$ cat src/jhmp_pkg.sv
// ----------------------------------------------------------------------------
// JPEG header marker parser package
// Marker codes, status codes, table sizes and the per-byte result type.
// ----------------------------------------------------------------------------
package jhmp_pkg;

    localparam int HUFF_COPY_BYTES = 418;
    localparam int QTABLE_BYTES    = 64;

    localparam logic [7:0] MK_PREFIX = 8'hFF;
    localparam logic [7:0] MK_SOI    = 8'hD8;
    localparam logic [7:0] MK_DRI    = 8'hDD;
    localparam logic [7:0] MK_DQT    = 8'hDB;
    localparam logic [7:0] MK_DHT    = 8'hC4;
    localparam logic [7:0] MK_SOF0   = 8'hC0;
    localparam logic [7:0] MK_APP0   = 8'hE0;
    localparam logic [7:0] MK_SOS    = 8'hDA;
    localparam logic [7:0] MK_APP15  = 8'hEF;

    localparam logic [1:0] ST_IN_HEADER  = 2'd0;
    localparam logic [1:0] ST_HEADER_END = 2'd1;
    localparam logic [1:0] ST_ERROR      = 2'd2;
    localparam logic [1:0] ST_PAST       = 2'd3;

    typedef struct packed {
        logic [15:0] restart_interval;
        logic [7:0]  height_blocks;
        logic [7:0]  width_blocks;
        logic [7:0]  table_byte;
        logic [8:0]  table_index;
        logic        huff_write;
        logic        qtable_mirror;
        logic        qtable_write;
        logic [7:0]  marker_code;
        logic [15:0] header_length;
        logic [1:0]  status;
    } t_jhmp_result;

endpackage

$ cat src/jhmp_core.sv
// ----------------------------------------------------------------------------
// JPEG header marker parser core
// Holds the segment walk state and forms the result for one frame byte.
// ----------------------------------------------------------------------------
module jhmp_core
    import jhmp_pkg::*;
(
    input  logic         i_clk,
    input  logic         i_rst_n,
    input  logic         i_accept,
    input  logic [7:0]   i_data_byte,
    input  logic         i_frame_start,
    output t_jhmp_result o_result
);

    typedef enum logic [2:0] {
        PH_PREFIX,
        PH_CODE,
        PH_LEN_HI,
        PH_LEN_LO,
        PH_BODY,
        PH_DONE
    } t_phase;

    t_phase      r_phase,    n_phase,    c_phase;
    logic [15:0] r_pos,      n_pos,      c_pos;
    logic [7:0]  r_code,     n_code,     c_code;
    logic [15:0] r_len,      n_len,      c_len;
    logic [15:0] r_off,      n_off,      c_off;
    logic [7:0]  r_held,     n_held,     c_held;
    logic [7:0]  r_width,    n_width;
    logic [7:0]  r_height,   n_height;
    logic [15:0] r_restart,  n_restart;

    logic [15:0] pos_inc;
    logic [16:0] off_inc;
    logic [15:0] word_val;
    logic [15:0] sof_val;
    logic        long_dqt;

    always_comb begin
        if (i_frame_start) begin
            c_phase = PH_PREFIX;
            c_pos   = '0;
            c_code  = '0;
            c_len   = '0;
            c_off   = '0;
            c_held  = '0;
        end else begin
            c_phase = r_phase;
            c_pos   = r_pos;
            c_code  = r_code;
            c_len   = r_len;
            c_off   = r_off;
            c_held  = r_held;
        end

        pos_inc  = (c_pos == 16'hFFFF) ? c_pos : c_pos + 16'd1;
        off_inc  = {1'b0, c_off} + 17'd1;
        word_val = {c_held, i_data_byte};
        sof_val  = word_val >> 3;
        long_dqt = c_len >= 16'(2 * QTABLE_BYTES);

        n_phase   = c_phase;
        n_pos     = c_pos;
        n_code    = c_code;
        n_len     = c_len;
        n_off     = c_off;
        n_held    = c_held;
        n_width   = r_width;
        n_height  = r_height;
        n_restart = r_restart;

        o_result = '0;

        unique case (c_phase)
            PH_PREFIX: begin
                if (i_data_byte == MK_PREFIX) begin
                    n_pos   = pos_inc;
                    n_phase = PH_CODE;
                end else begin
                    o_result.status        = ST_HEADER_END;
                    o_result.header_length = c_pos;
                    n_phase                = PH_DONE;
                end
            end
            PH_CODE: begin
                n_pos  = pos_inc;
                n_code = i_data_byte;
                if (i_data_byte == MK_SOI) begin
                    n_phase = PH_PREFIX;
                end else if (i_data_byte == MK_DRI || i_data_byte == MK_DQT ||
                             i_data_byte == MK_DHT || i_data_byte == MK_SOF0 ||
                             i_data_byte == MK_APP0 || i_data_byte == MK_SOS ||
                             i_data_byte == MK_APP15) begin
                    n_phase = PH_LEN_HI;
                end else begin
                    o_result.status = ST_ERROR;
                    n_phase         = PH_DONE;
                end
            end
            PH_LEN_HI: begin
                n_pos  = pos_inc;
                n_held = i_data_byte;
                if (c_code == MK_DHT) begin
                    o_result.huff_write = 1'b1;
                    o_result.table_byte = i_data_byte;
                end
                n_phase = PH_LEN_LO;
            end
            PH_LEN_LO: begin
                n_pos = pos_inc;
                n_len = word_val;
                if (word_val < 16'd2) begin
                    o_result.status = ST_ERROR;
                    n_phase         = PH_DONE;
                end else begin
                    if (c_code == MK_DHT && HUFF_COPY_BYTES > 1) begin
                        o_result.huff_write  = 1'b1;
                        o_result.table_index = 9'd1;
                        o_result.table_byte  = i_data_byte;
                    end
                    n_off   = 16'd2;
                    n_phase = (word_val == 16'd2) ? PH_PREFIX : PH_BODY;
                end
            end
            PH_BODY: begin
                n_pos = pos_inc;
                if (c_code == MK_DQT) begin
                    if (c_off >= 16'd3 && c_off < 16'(QTABLE_BYTES + 3)) begin
                        o_result.qtable_write  = 1'b1;
                        o_result.qtable_mirror = !long_dqt;
                        o_result.table_index   = 9'(c_off - 16'd3);
                        o_result.table_byte    = i_data_byte;
                    end else if (long_dqt && c_off >= 16'(QTABLE_BYTES + 4) &&
                                 c_off < 16'(2 * QTABLE_BYTES + 4)) begin
                        o_result.qtable_write = 1'b1;
                        o_result.table_index  = 9'(c_off - 16'd4);
                        o_result.table_byte   = i_data_byte;
                    end
                end else if (c_code == MK_DHT) begin
                    if (c_off < 16'(HUFF_COPY_BYTES)) begin
                        o_result.huff_write  = 1'b1;
                        o_result.table_index = c_off[8:0];
                        o_result.table_byte  = i_data_byte;
                    end
                end else if (c_code == MK_SOF0) begin
                    if (c_off == 16'd3 || c_off == 16'd5) begin
                        n_held = i_data_byte;
                    end else if (c_off == 16'd4) begin
                        n_height = sof_val[7:0];
                    end else if (c_off == 16'd6) begin
                        n_width = sof_val[7:0];
                    end
                end else if (c_code == MK_DRI) begin
                    if (c_off == 16'd2) begin
                        n_held = i_data_byte;
                    end else if (c_off == 16'd3) begin
                        n_restart = word_val;
                    end
                end
                n_off = off_inc[15:0];
                if (off_inc >= {1'b0, c_len}) begin
                    n_phase = PH_PREFIX;
                end
            end
            default: begin
                o_result.status = ST_PAST;
                n_phase         = PH_DONE;
            end
        endcase

        o_result.marker_code      = n_code;
        o_result.width_blocks     = n_width;
        o_result.height_blocks    = n_height;
        o_result.restart_interval = n_restart;
    end

    always_ff @(posedge i_clk) begin
        if (!i_rst_n) begin
            r_phase   <= PH_PREFIX;
            r_pos     <= '0;
            r_code    <= '0;
            r_len     <= '0;
            r_off     <= '0;
            r_held    <= '0;
            r_width   <= '0;
            r_height  <= '0;
            r_restart <= '0;
        end else if (i_accept) begin
            r_phase   <= n_phase;
            r_pos     <= n_pos;
            r_code    <= n_code;
            r_len     <= n_len;
            r_off     <= n_off;
            r_held    <= n_held;
            r_width   <= n_width;
            r_height  <= n_height;
            r_restart <= n_restart;
        end
    end

    a_one_table: assert property (@(posedge i_clk) disable iff (!i_rst_n)
        !(o_result.qtable_write && o_result.huff_write))
        else $error("quant and huffman writes at once");

    a_mirror_low: assert property (@(posedge i_clk) disable iff (!i_rst_n)
        o_result.qtable_mirror |-> (o_result.qtable_write && o_result.table_index < 9'd64))
        else $error("mirror outside low quant half");

    a_qidx_range: assert property (@(posedge i_clk) disable iff (!i_rst_n)
        o_result.qtable_write |-> o_result.table_index < 9'(2 * QTABLE_BYTES))
        else $error("quant index out of range");

    a_done_sticky: assert property (@(posedge i_clk) disable iff (!i_rst_n)
        (r_phase == PH_DONE && i_accept && !i_frame_start) |=> r_phase == PH_DONE)
        else $error("left done phase without frame start");

    a_body_len: assert property (@(posedge i_clk) disable iff (!i_rst_n)
        r_phase == PH_BODY |-> r_off < r_len)
        else $error("segment offset past length");

endmodule

$ cat src/jpeg_header_marker_parser.sv
// ----------------------------------------------------------------------------
// JPEG header marker parser
// Walks the marker segments of a JPEG frame one byte per word and reports
// table writes, frame geometry, restart interval and the header length.
//
// Channel  Dir  Data                                   User
// s_axis   in   data_byte                              frame_start
// m_axis   out  header_length..restart_interval        status
//
// One result word per input word, one per cycle while the output is not stalled.
// The combinational parse step feeds the output register directly.
// Synchronous active-low reset clears parse state, stores and output valid.
// A stalled output holds its word; input is taken whenever the output
// register is empty or drains in the same cycle.
// ----------------------------------------------------------------------------
module jpeg_header_marker_parser
    import jhmp_pkg::*;
(
    input  logic        i_clk,
    input  logic        i_rst_n,
    input  logic        s_axis_tvalid,
    output logic        s_axis_tready,
    input  logic [7:0]  s_axis_tdata,   // [7:0] data_byte
    input  logic        s_axis_tuser,   // [0] frame_start
    output logic        m_axis_tvalid,
    input  logic        m_axis_tready,
    output logic [79:0] m_axis_tdata,   // [15:0] header_length, [23:16] marker_code,
                                        // [24] qtable_write, [25] qtable_mirror,
                                        // [26] huff_write, [35:27] table_index,
                                        // [43:36] table_byte, [51:44] width_blocks,
                                        // [59:52] height_blocks,
                                        // [75:60] restart_interval, [79:76] zero
    output logic [1:0]  m_axis_tuser    // [1:0] status
);

    logic         accept;
    t_jhmp_result step_result;
    t_jhmp_result r_out;
    logic         r_out_valid;

    assign s_axis_tready = !r_out_valid || m_axis_tready;
    assign accept        = s_axis_tvalid && s_axis_tready;

    jhmp_core u_core (
        .i_clk         (i_clk),
        .i_rst_n       (i_rst_n),
        .i_accept      (accept),
        .i_data_byte   (s_axis_tdata),
        .i_frame_start (s_axis_tuser),
        .o_result      (step_result)
    );

    always_ff @(posedge i_clk) begin
        if (!i_rst_n) begin
            r_out_valid <= 1'b0;
        end else if (accept) begin
            r_out_valid <= 1'b1;
        end else if (m_axis_tready) begin
            r_out_valid <= 1'b0;
        end
    end

    always_ff @(posedge i_clk) begin
        if (accept) begin
            r_out <= step_result;
        end
    end

    assign m_axis_tvalid = r_out_valid;
    assign m_axis_tuser  = r_out.status;
    assign m_axis_tdata  = {4'd0,
                            r_out.restart_interval,
                            r_out.height_blocks,
                            r_out.width_blocks,
                            r_out.table_byte,
                            r_out.table_index,
                            r_out.huff_write,
                            r_out.qtable_mirror,
                            r_out.qtable_write,
                            r_out.marker_code,
                            r_out.header_length};

endmodule

$ cat config.mk
export PLATFORM = sky130hd
export DESIGN_NAME = jpeg_header_marker_parser
export DESIGN_NICKNAME = d
export VERILOG_FILES = /design/src/jhmp_pkg.sv /design/src/jhmp_core.sv /design/src/jpeg_header_marker_parser.sv
export SDC_FILE = /design/constraint.sdc
export NUM_CORES = 1
export LEC_CHECK = 0
export ABC_AREA = 1
export BUFFER_PORTS_ARGS = -buffer_cell sky130_fd_sc_hd__buf_2
export CORE_UTILIZATION = 53
export CTS_BUF_LIST = sky130_fd_sc_hd__clkbuf_2
export DETAILED_ROUTE_END_ITERATION = 6
export PLACE_DENSITY = 0.84
export SLEW_MARGIN = 40
export SYNTH_ARGS = -nofsm -noshare
export SYNTH_HDL_FRONTEND = slang
export SYNTH_SLANG_ARGS = --single-unit
$ cat constraint.sdc
create_clock -name i_clk -period 3.6 [get_ports i_clk]
set_clock_uncertainty 0.2 [all_clocks]
set_input_delay 0.18 -clock i_clk [delete_from_list [all_inputs] [get_ports i_clk]]
set_output_delay 0.18 -clock i_clk [all_outputs]
set_load 0.005 [all_outputs]
# Yosys cells after proc, flatten, opt, wreduce, memory -nomap -nowiden
# Index checks and enable logic that the tools add are counted.
totals:
  word_cells: 148
  out_inout_bits: 84
  regBits: 178
classes:
  bitwise_logic: 1
  magnitude_cmp: 8
  eq_ne: 24
  reduce_logical: 21
  mux: 69
  addsub: 4
op_table:
  columns: ["op", "n"]
  rows:
  - ["$mux 16", 14]
  - ["$mux 8", 23]
  - ["$eq 8x8->1 const B", 13]
  - ["$mux 18", 4]
  - ["$pmux 16 s2", 2]
  - ["$mux 17", 3]
  - ["$eq 16x2->1 const B", 3]
  - ["$eq 16x3->1 const B", 3]
  - ["$pmux 8 s3", 1]
  - ["$mux 3", 7]
  - ["$pmux 9 s2", 1]
  - ["$add 16x1->17 const B", 1]
  - ["$ge 17x16->1", 1]
  - ["$add 16x1->16 const B", 1]
  - ["$eq 16x16->1 const B", 1]
  - ["$ge 16x2->1 const B", 1]
  - ["$ge 16x7->1 const B", 1]
  - ["$ge 16x8->1 const B", 1]
  - ["$lt 16x2->1 const B", 1]
  - ["$lt 16x7->1 const B", 1]
  - ["$lt 16x8->1 const B", 1]
  - ["$lt 16x9->1 const B", 1]
  - ["$pmux 8 s2", 1]
  - ["$pmux 3 s5", 1]
  - ["other kinds (19)", 40]

# Depth between registers and ports, before layout
depth:
  word_depth: 10
  ltp_mapped: 26
  ltp_nobuf: 23

# By module
# Synthesis repeated with hierarchy kept, for this count alone.
unflattened:
  hier_cells: 1464
  area_unflattened_um2: 10633.9
by_module_without_submodules:
  columns: ["module", "area_per_inst_um2", "cells_per_inst", "seq_area_each_um2", "n_inst"]
  rows:
  - ["jhmp_core", 8206.6, 1374, 1981.9, 1]
  - ["jpeg_header_marker_parser", 2427.3, 90, 2362.3, 1]

# Worst setup path before layout
# No wires, ideal clock.
synth_timing:
  kind: "register to register"
  from: "reg r_out_valid, in the netlist m_axis_tvalid"
  to: "reg r_out (netlist bit m_axis_tdata[0]) (enable)"
  path_buffers: 2
  setup_slack_ps: -311
  path_stages_with_launch: 6
  arrival_ps: 3238
  setup_ps: 473
  path_cell_list: "dfxtp_1 > nand2_1 > nand2_1 > inv_1 > clkbuf_1 > clkbuf_1"
synth_between:
  elab_chain_cells: 3
synth_lines:
  columns: ["item", "line_no", "source"]
  rows:
  - ["from (decl)", "jpeg_header_marker_parser.sv:39", "logic r_out_valid;"]
  - ["from (signal assigned)", "jpeg_header_marker_parser.sv:55", "r_out_valid <= 1'b0;"]
  - ["from (signal assigned)", "jpeg_header_marker_parser.sv:57", "r_out_valid <= 1'b1;"]
  - ["from (signal assigned)", "jpeg_header_marker_parser.sv:59", "r_out_valid <= 1'b0;"]
  - ["$logic_not 1->1", "jpeg_header_marker_parser.sv:41", "assign s_axis_tready = !r_out_valid || m_axis_tready;"]
  - ["$logic_or 1x1->1", "jpeg_header_marker_parser.sv:41", null]
  - ["named net s_axis_tready", "jpeg_header_marker_parser.sv:22", "output logic s_axis_tready,"]
  - ["$logic_and 1x1->1", "jpeg_header_marker_parser.sv:42", "assign accept = s_axis_tvalid && s_axis_tready;"]
  - ["named net accept", "jpeg_header_marker_parser.sv:36", "logic accept;"]
  - ["to (signal assigned)", "jpeg_header_marker_parser.sv:65", "r_out <= step_result;"]
  - ["to (decl)", "jpeg_header_marker_parser.sv:38", "t_jhmp_result r_out;"]
# The timed path passes the listed nets, and every way through them passes these cells.
# A chain may end at the register's enable or synchronous reset.

# Final worst setup path
layout_timing:
  from: "reg u_core.r_off[3]"
  to: "reg u_core.r_phase[2]"
layout_between:
  elab_chain_cells: 5
layout_lines:
  columns: ["item", "line_no", "source"]
  rows:
  - ["from (decl)", "jhmp_core.sv:29", "logic [15:0] r_off, n_off, c_off;"]
  - ["from (signal assigned)", "jhmp_core.sv:195", "r_off <= n_off;"]
  - ["$mux 16", "jhmp_core.sv:42", "if (i_frame_start) begin"]
  - ["$add 16x1->17", "jhmp_core.sv:59", "off_inc = {1'b0, c_off} + 17'd1;"]
  - ["$ge 17x16->1", "jhmp_core.sv:163", "if (off_inc >= {1'b0, c_len}) begin"]
  - ["$mux 3", "jhmp_core.sv:163", null]
  - ["$pmux 3 s5", "jhmp_core.sv:76", "unique case (c_phase)"]
  - ["to (signal assigned)", "jhmp_core.sv:191", "r_phase <= n_phase;"]
  - ["to (decl)", "jhmp_core.sv:25", "t_phase r_phase, n_phase, c_phase;"]
# Every way passes these cells.

==> results.md <==
- Status: complete, but fails checks
- Failing checks: design-rule violations
- Clock sink total: 178
- Maxcap violations: 0
- Ys Warns: 0
- #FFs+latches synth: 178
- Die Ht: between 100 and 150 um
- Site Rows: approximately 50
- Hold buffers post-CTS: 18
- Total power: roughly 4.2 mW
- Fin. Hold Viols: 0
- Fin crit period: between 3 and 4 ns
- Number of synthesized flops with an enable pin: 78
- Synth Flop Type: dfxtp_1
- Layout net count: 1613
- Setup WS pre-CTS: around 0.32 ns
- Post-CTS Setup Inserts: 0
- Drt first pass iters: 7
- Final Hold Slack: 0.224 ns
- Routed Antenna Nets: 0
- Fin. max-slew vios: 0
- Final HPWL DP: between 15 and 20 mm
- Clk network pwr share: 26.0%
- Combinational Power Share: about a fifth
- Grt ovf: 0
- Power density over cell area: ~360 mW/mm^2
- Leakage Power: ~5.6 nW
- Sequential power share: 55.4%
- Clock Path Buffers: 2
- Syn Area/Cell: between 7 and 8 um^2
- Placer Congestion: 0.950
- CP cell instances: nand2_2 > inv_1 > ha_1 > nand2_1 > nor2_1 > nand2_1 > nor2_1 > nand2_1 > nor2_1 > nand3_1 > and2_1 > ha_1 > inv_1 > nor3_1 > nand4_1 > nand3b_1 > nor2_1 > nand2_1 > a21oi_1
- Post-route clock period utilization: roughly 91%
- RSZ-0062 raised after global routing: no
- CTS tree: built
- Num CTS Buffers: 17
- Crit path DAT: ~3.8 ns
- Leading area contributor after synthesis: edfxtp_1
- Synth top area share: ~22%
- Ys async rst share: 0%
- DR iter-0 viols: between 1000 and 1500
- First-pass GRT wire length: between 40 and 50 mm
- Via count: 10429
- P_sw: around 1.4 mW
- Layout cells sized above 1: about an eighth
- Antenna violations before repair: 1
- Chip Width: ~140 um
- DR WL/cell: about 15 um
- FMAX: between 300 and 400 MHz
- Filler Cell Count: roughly 1800
- CP max stage delay: roughly 0.41 ns
- Critical Path Sink Type: register
- Netlist cell types: 47
- Crit-path slowest cell: dfxtp_1
- H-tree depth: 4
- Die area: approximately 0.020 mm^2
- Max rail drop VDD: between 0.00015 and 0.0002 V
- Gr usage total: slightly below 30%
- Clock transition at path regs: 0.30 ns
- Count of input and output buffers: between 90 and 100
- Core area: about 0.019 mm^2
- Dominant cells by area after synthesis: edfxtp_1 22%, dfxtp_1 19%, nand2_1 13%, inv_1 6.8%, nor2_1 5.6%
- Area occupied by multi-input gates: 0.00505 mm^2
- Post_cts resized: 0
- Kind of critical path: register to register
- Syn Inst Count: around 1500
- TNS Setup: 0 ns
- Crit path max-delay family: simple AND/OR/NAND/NOR gates
- Cell-internal power: ~2.8 mW
- Crit path launch type: register
- Post-synthesis sequential area ratio: between 40 and 50%
- Hold Path Class: input pin to register
- Post-route cell area: ~0.012 mm^2
- Crit Path Max Fanout: 8
- Vias in the first global route: roughly 9400
- Largest net degree at the start of global routing: a little under 90
- Final setup fails: 0
- Clk Latency, worst-skew pair: slightly above 0.8 ns
- Mapped cell area: roughly 0.010 mm^2
- Worst slew pin tran: between 0.7 and 0.8 ns
- Drt drc: 12
- WL final: ~29 mm
- Initial core utilization: a little over half
- Post-DP Area: 0.0112 mm^2
- Vias per cell: ~5.6
- CTS Root Cell: clkbuf_2
- Sw frac: about a third
- Slew HR: between 50% and 60%
- PnR worst setup slack: 0.313 ns
- Critical Path RT: 4.13 ns
- Area growth syn-to-layout: 11.0%
- Buf/Inv on CP: 2
- Seq. cell area: around 0.0043 mm^2
- Boundary Pins: between 90 and 100
[logic make-up after synthesis]
family | Yosys count | share of synthesized area [%]
xor+xnor | 11 | 0.919
flops | 178 | 41.4
other cells | 1 | 0.0358
buf+inv | 270 | 10.5
fa+ha+maj | 25 | 2.98
compound gates | 308 | 15.8
simple gates | 685 | 28.3
[cells in the final DEF (no fill, tap or decap), types with 5 or more instances in the layout]
cell,Yosys,layout
inv_6,0,5
nand4_1,18,18
buf_4,11,26
nor4_1,5,5
nor2_1,156,156
nand3_2,5,5
nor3_1,23,23
o211ai_1,13,13
buf_2,4,92
edfxtp_1,78,78
xor2_1,11,11
ha_1,25,25
dfxtp_1,100,100
o22ai_1,11,11
nand3b_1,5,5
clkbuf_2,0,17
o21ai_1,53,53
nand2_1,356,355
nand3_1,78,78
dlygate4sd3_1,0,18
o221ai_1,6,6
inv_2,13,14
nor2_2,7,7
o21ai_0,105,105
a21oi_1,101,101
a31oi_1,10,10
inv_1,189,187
nor2_4,7,7
nand2_2,13,14
[power groups by stage]
stage	registers [mW]	clock network [mW]	logic, mW
2_1_floorplan	2.35	0	0.512
3_3_place_gp	2.35	0	0.726
3_5_place_dp	2.35	0	0.745
4_1_cts	2.31	1.10	0.764
5_1_grt	2.33	1.17	0.870
6_report	2.31	1.09	0.780
[Yosys cell counts (13+ instances only)]
cell      instances
nor2_1          156
nand2_1         356
nor3_1           23
nand3_1          78
ha_1             25
dfxtp_1         100
inv_1           189
a21oi_1         101
nand2_2          13
edfxtp_1         78
clkbuf_1         38
o21ai_1          53
nand4_1          18
o21ai_0         105
inv_2            13
o211ai_1         13
[layout make-up]
cell class              count  area share [%]
diodes                      2          0.0430
clock buffers              17           0.731
clock inverters            15            1.43
inverters                 207            6.75
multi-input cells        1033            43.4
flip-flops and latches    178            37.3
well taps                 265            2.85
repair buffers            138            7.45
[worst register-to-register path, stage by stage (launching register included)]
cell,delay (ns)
dfxtp_1,0.41
nand2_2,0.14
inv_1,0.18
ha_1,0.20
nand2_1,0.07
nor2_1,0.14
nand2_1,0.10
nor2_1,0.18
nand2_1,0.10
nor2_1,0.18
nand3_1,0.12
and2_1,0.18
ha_1,0.30
inv_1,0.06
nor3_1,0.24
nand4_1,0.12
nand3b_1,0.10
nor2_1,0.05
nand2_1,0.09
a21oi_1,0.05
[path summary, 6_finish.rpt]
check | end | from | cells after the start | slack (ns)
max | u_core.r_phase[2]$_SDFFE_PN0P_ | u_core.r_off[3]$_SDFFE_PN0P_ | 19 | 0.31
min | m_axis_tdata[43]$_DFFE_PP_ | s_axis_tdata[7] | 6 | 0.22
max reg2reg | u_core.r_phase[2]$_SDFFE_PN0P_ | u_core.r_off[3]$_SDFFE_PN0P_ | 19 | 0.31
min reg2reg | u_core.r_phase[1]$_SDFFE_PN0P_ | u_core.r_phase[1]$_SDFFE_PN0P_ | 2 | 0.31
[state kept, by name, indices dropped and copies added (netlist names)]
name,flops
m_axis_tdata,76
m_axis_tuser,2
m_axis_tvalid,1
u_core.r_code,8
u_core.r_height,8
u_core.r_held,8
u_core.r_len,16
u_core.r_off,16
u_core.r_phase,3
u_core.r_pos,16
u_core.r_restart,16
u_core.r_width,8
[through the flow]
stage          std cells  util, %
5_1_grt             1855     60.0
2_1_floorplan       1481        -
3_5_place_dp        1803     57.7
4_1_cts             1853     60.0
6_report            1855     60.0
3_3_place_gp        1803     57.7
[routing by layer]
| metal | up-vias | part of all wire, % | track usage, % |
|---|---|---|---|
| met2 | 570 | 47 | 47.8 |
| met1 | 4716 | 41 | 36.5 |
| met4 | 0 | 3.7 | 14.1 |
| li1 | 5046 | - | - |
| met3 | 97 | 8.5 | 5.03 |
| met5 | - | 0 | 0 |
No activity file was read; power rests on OpenSTA's default activity.
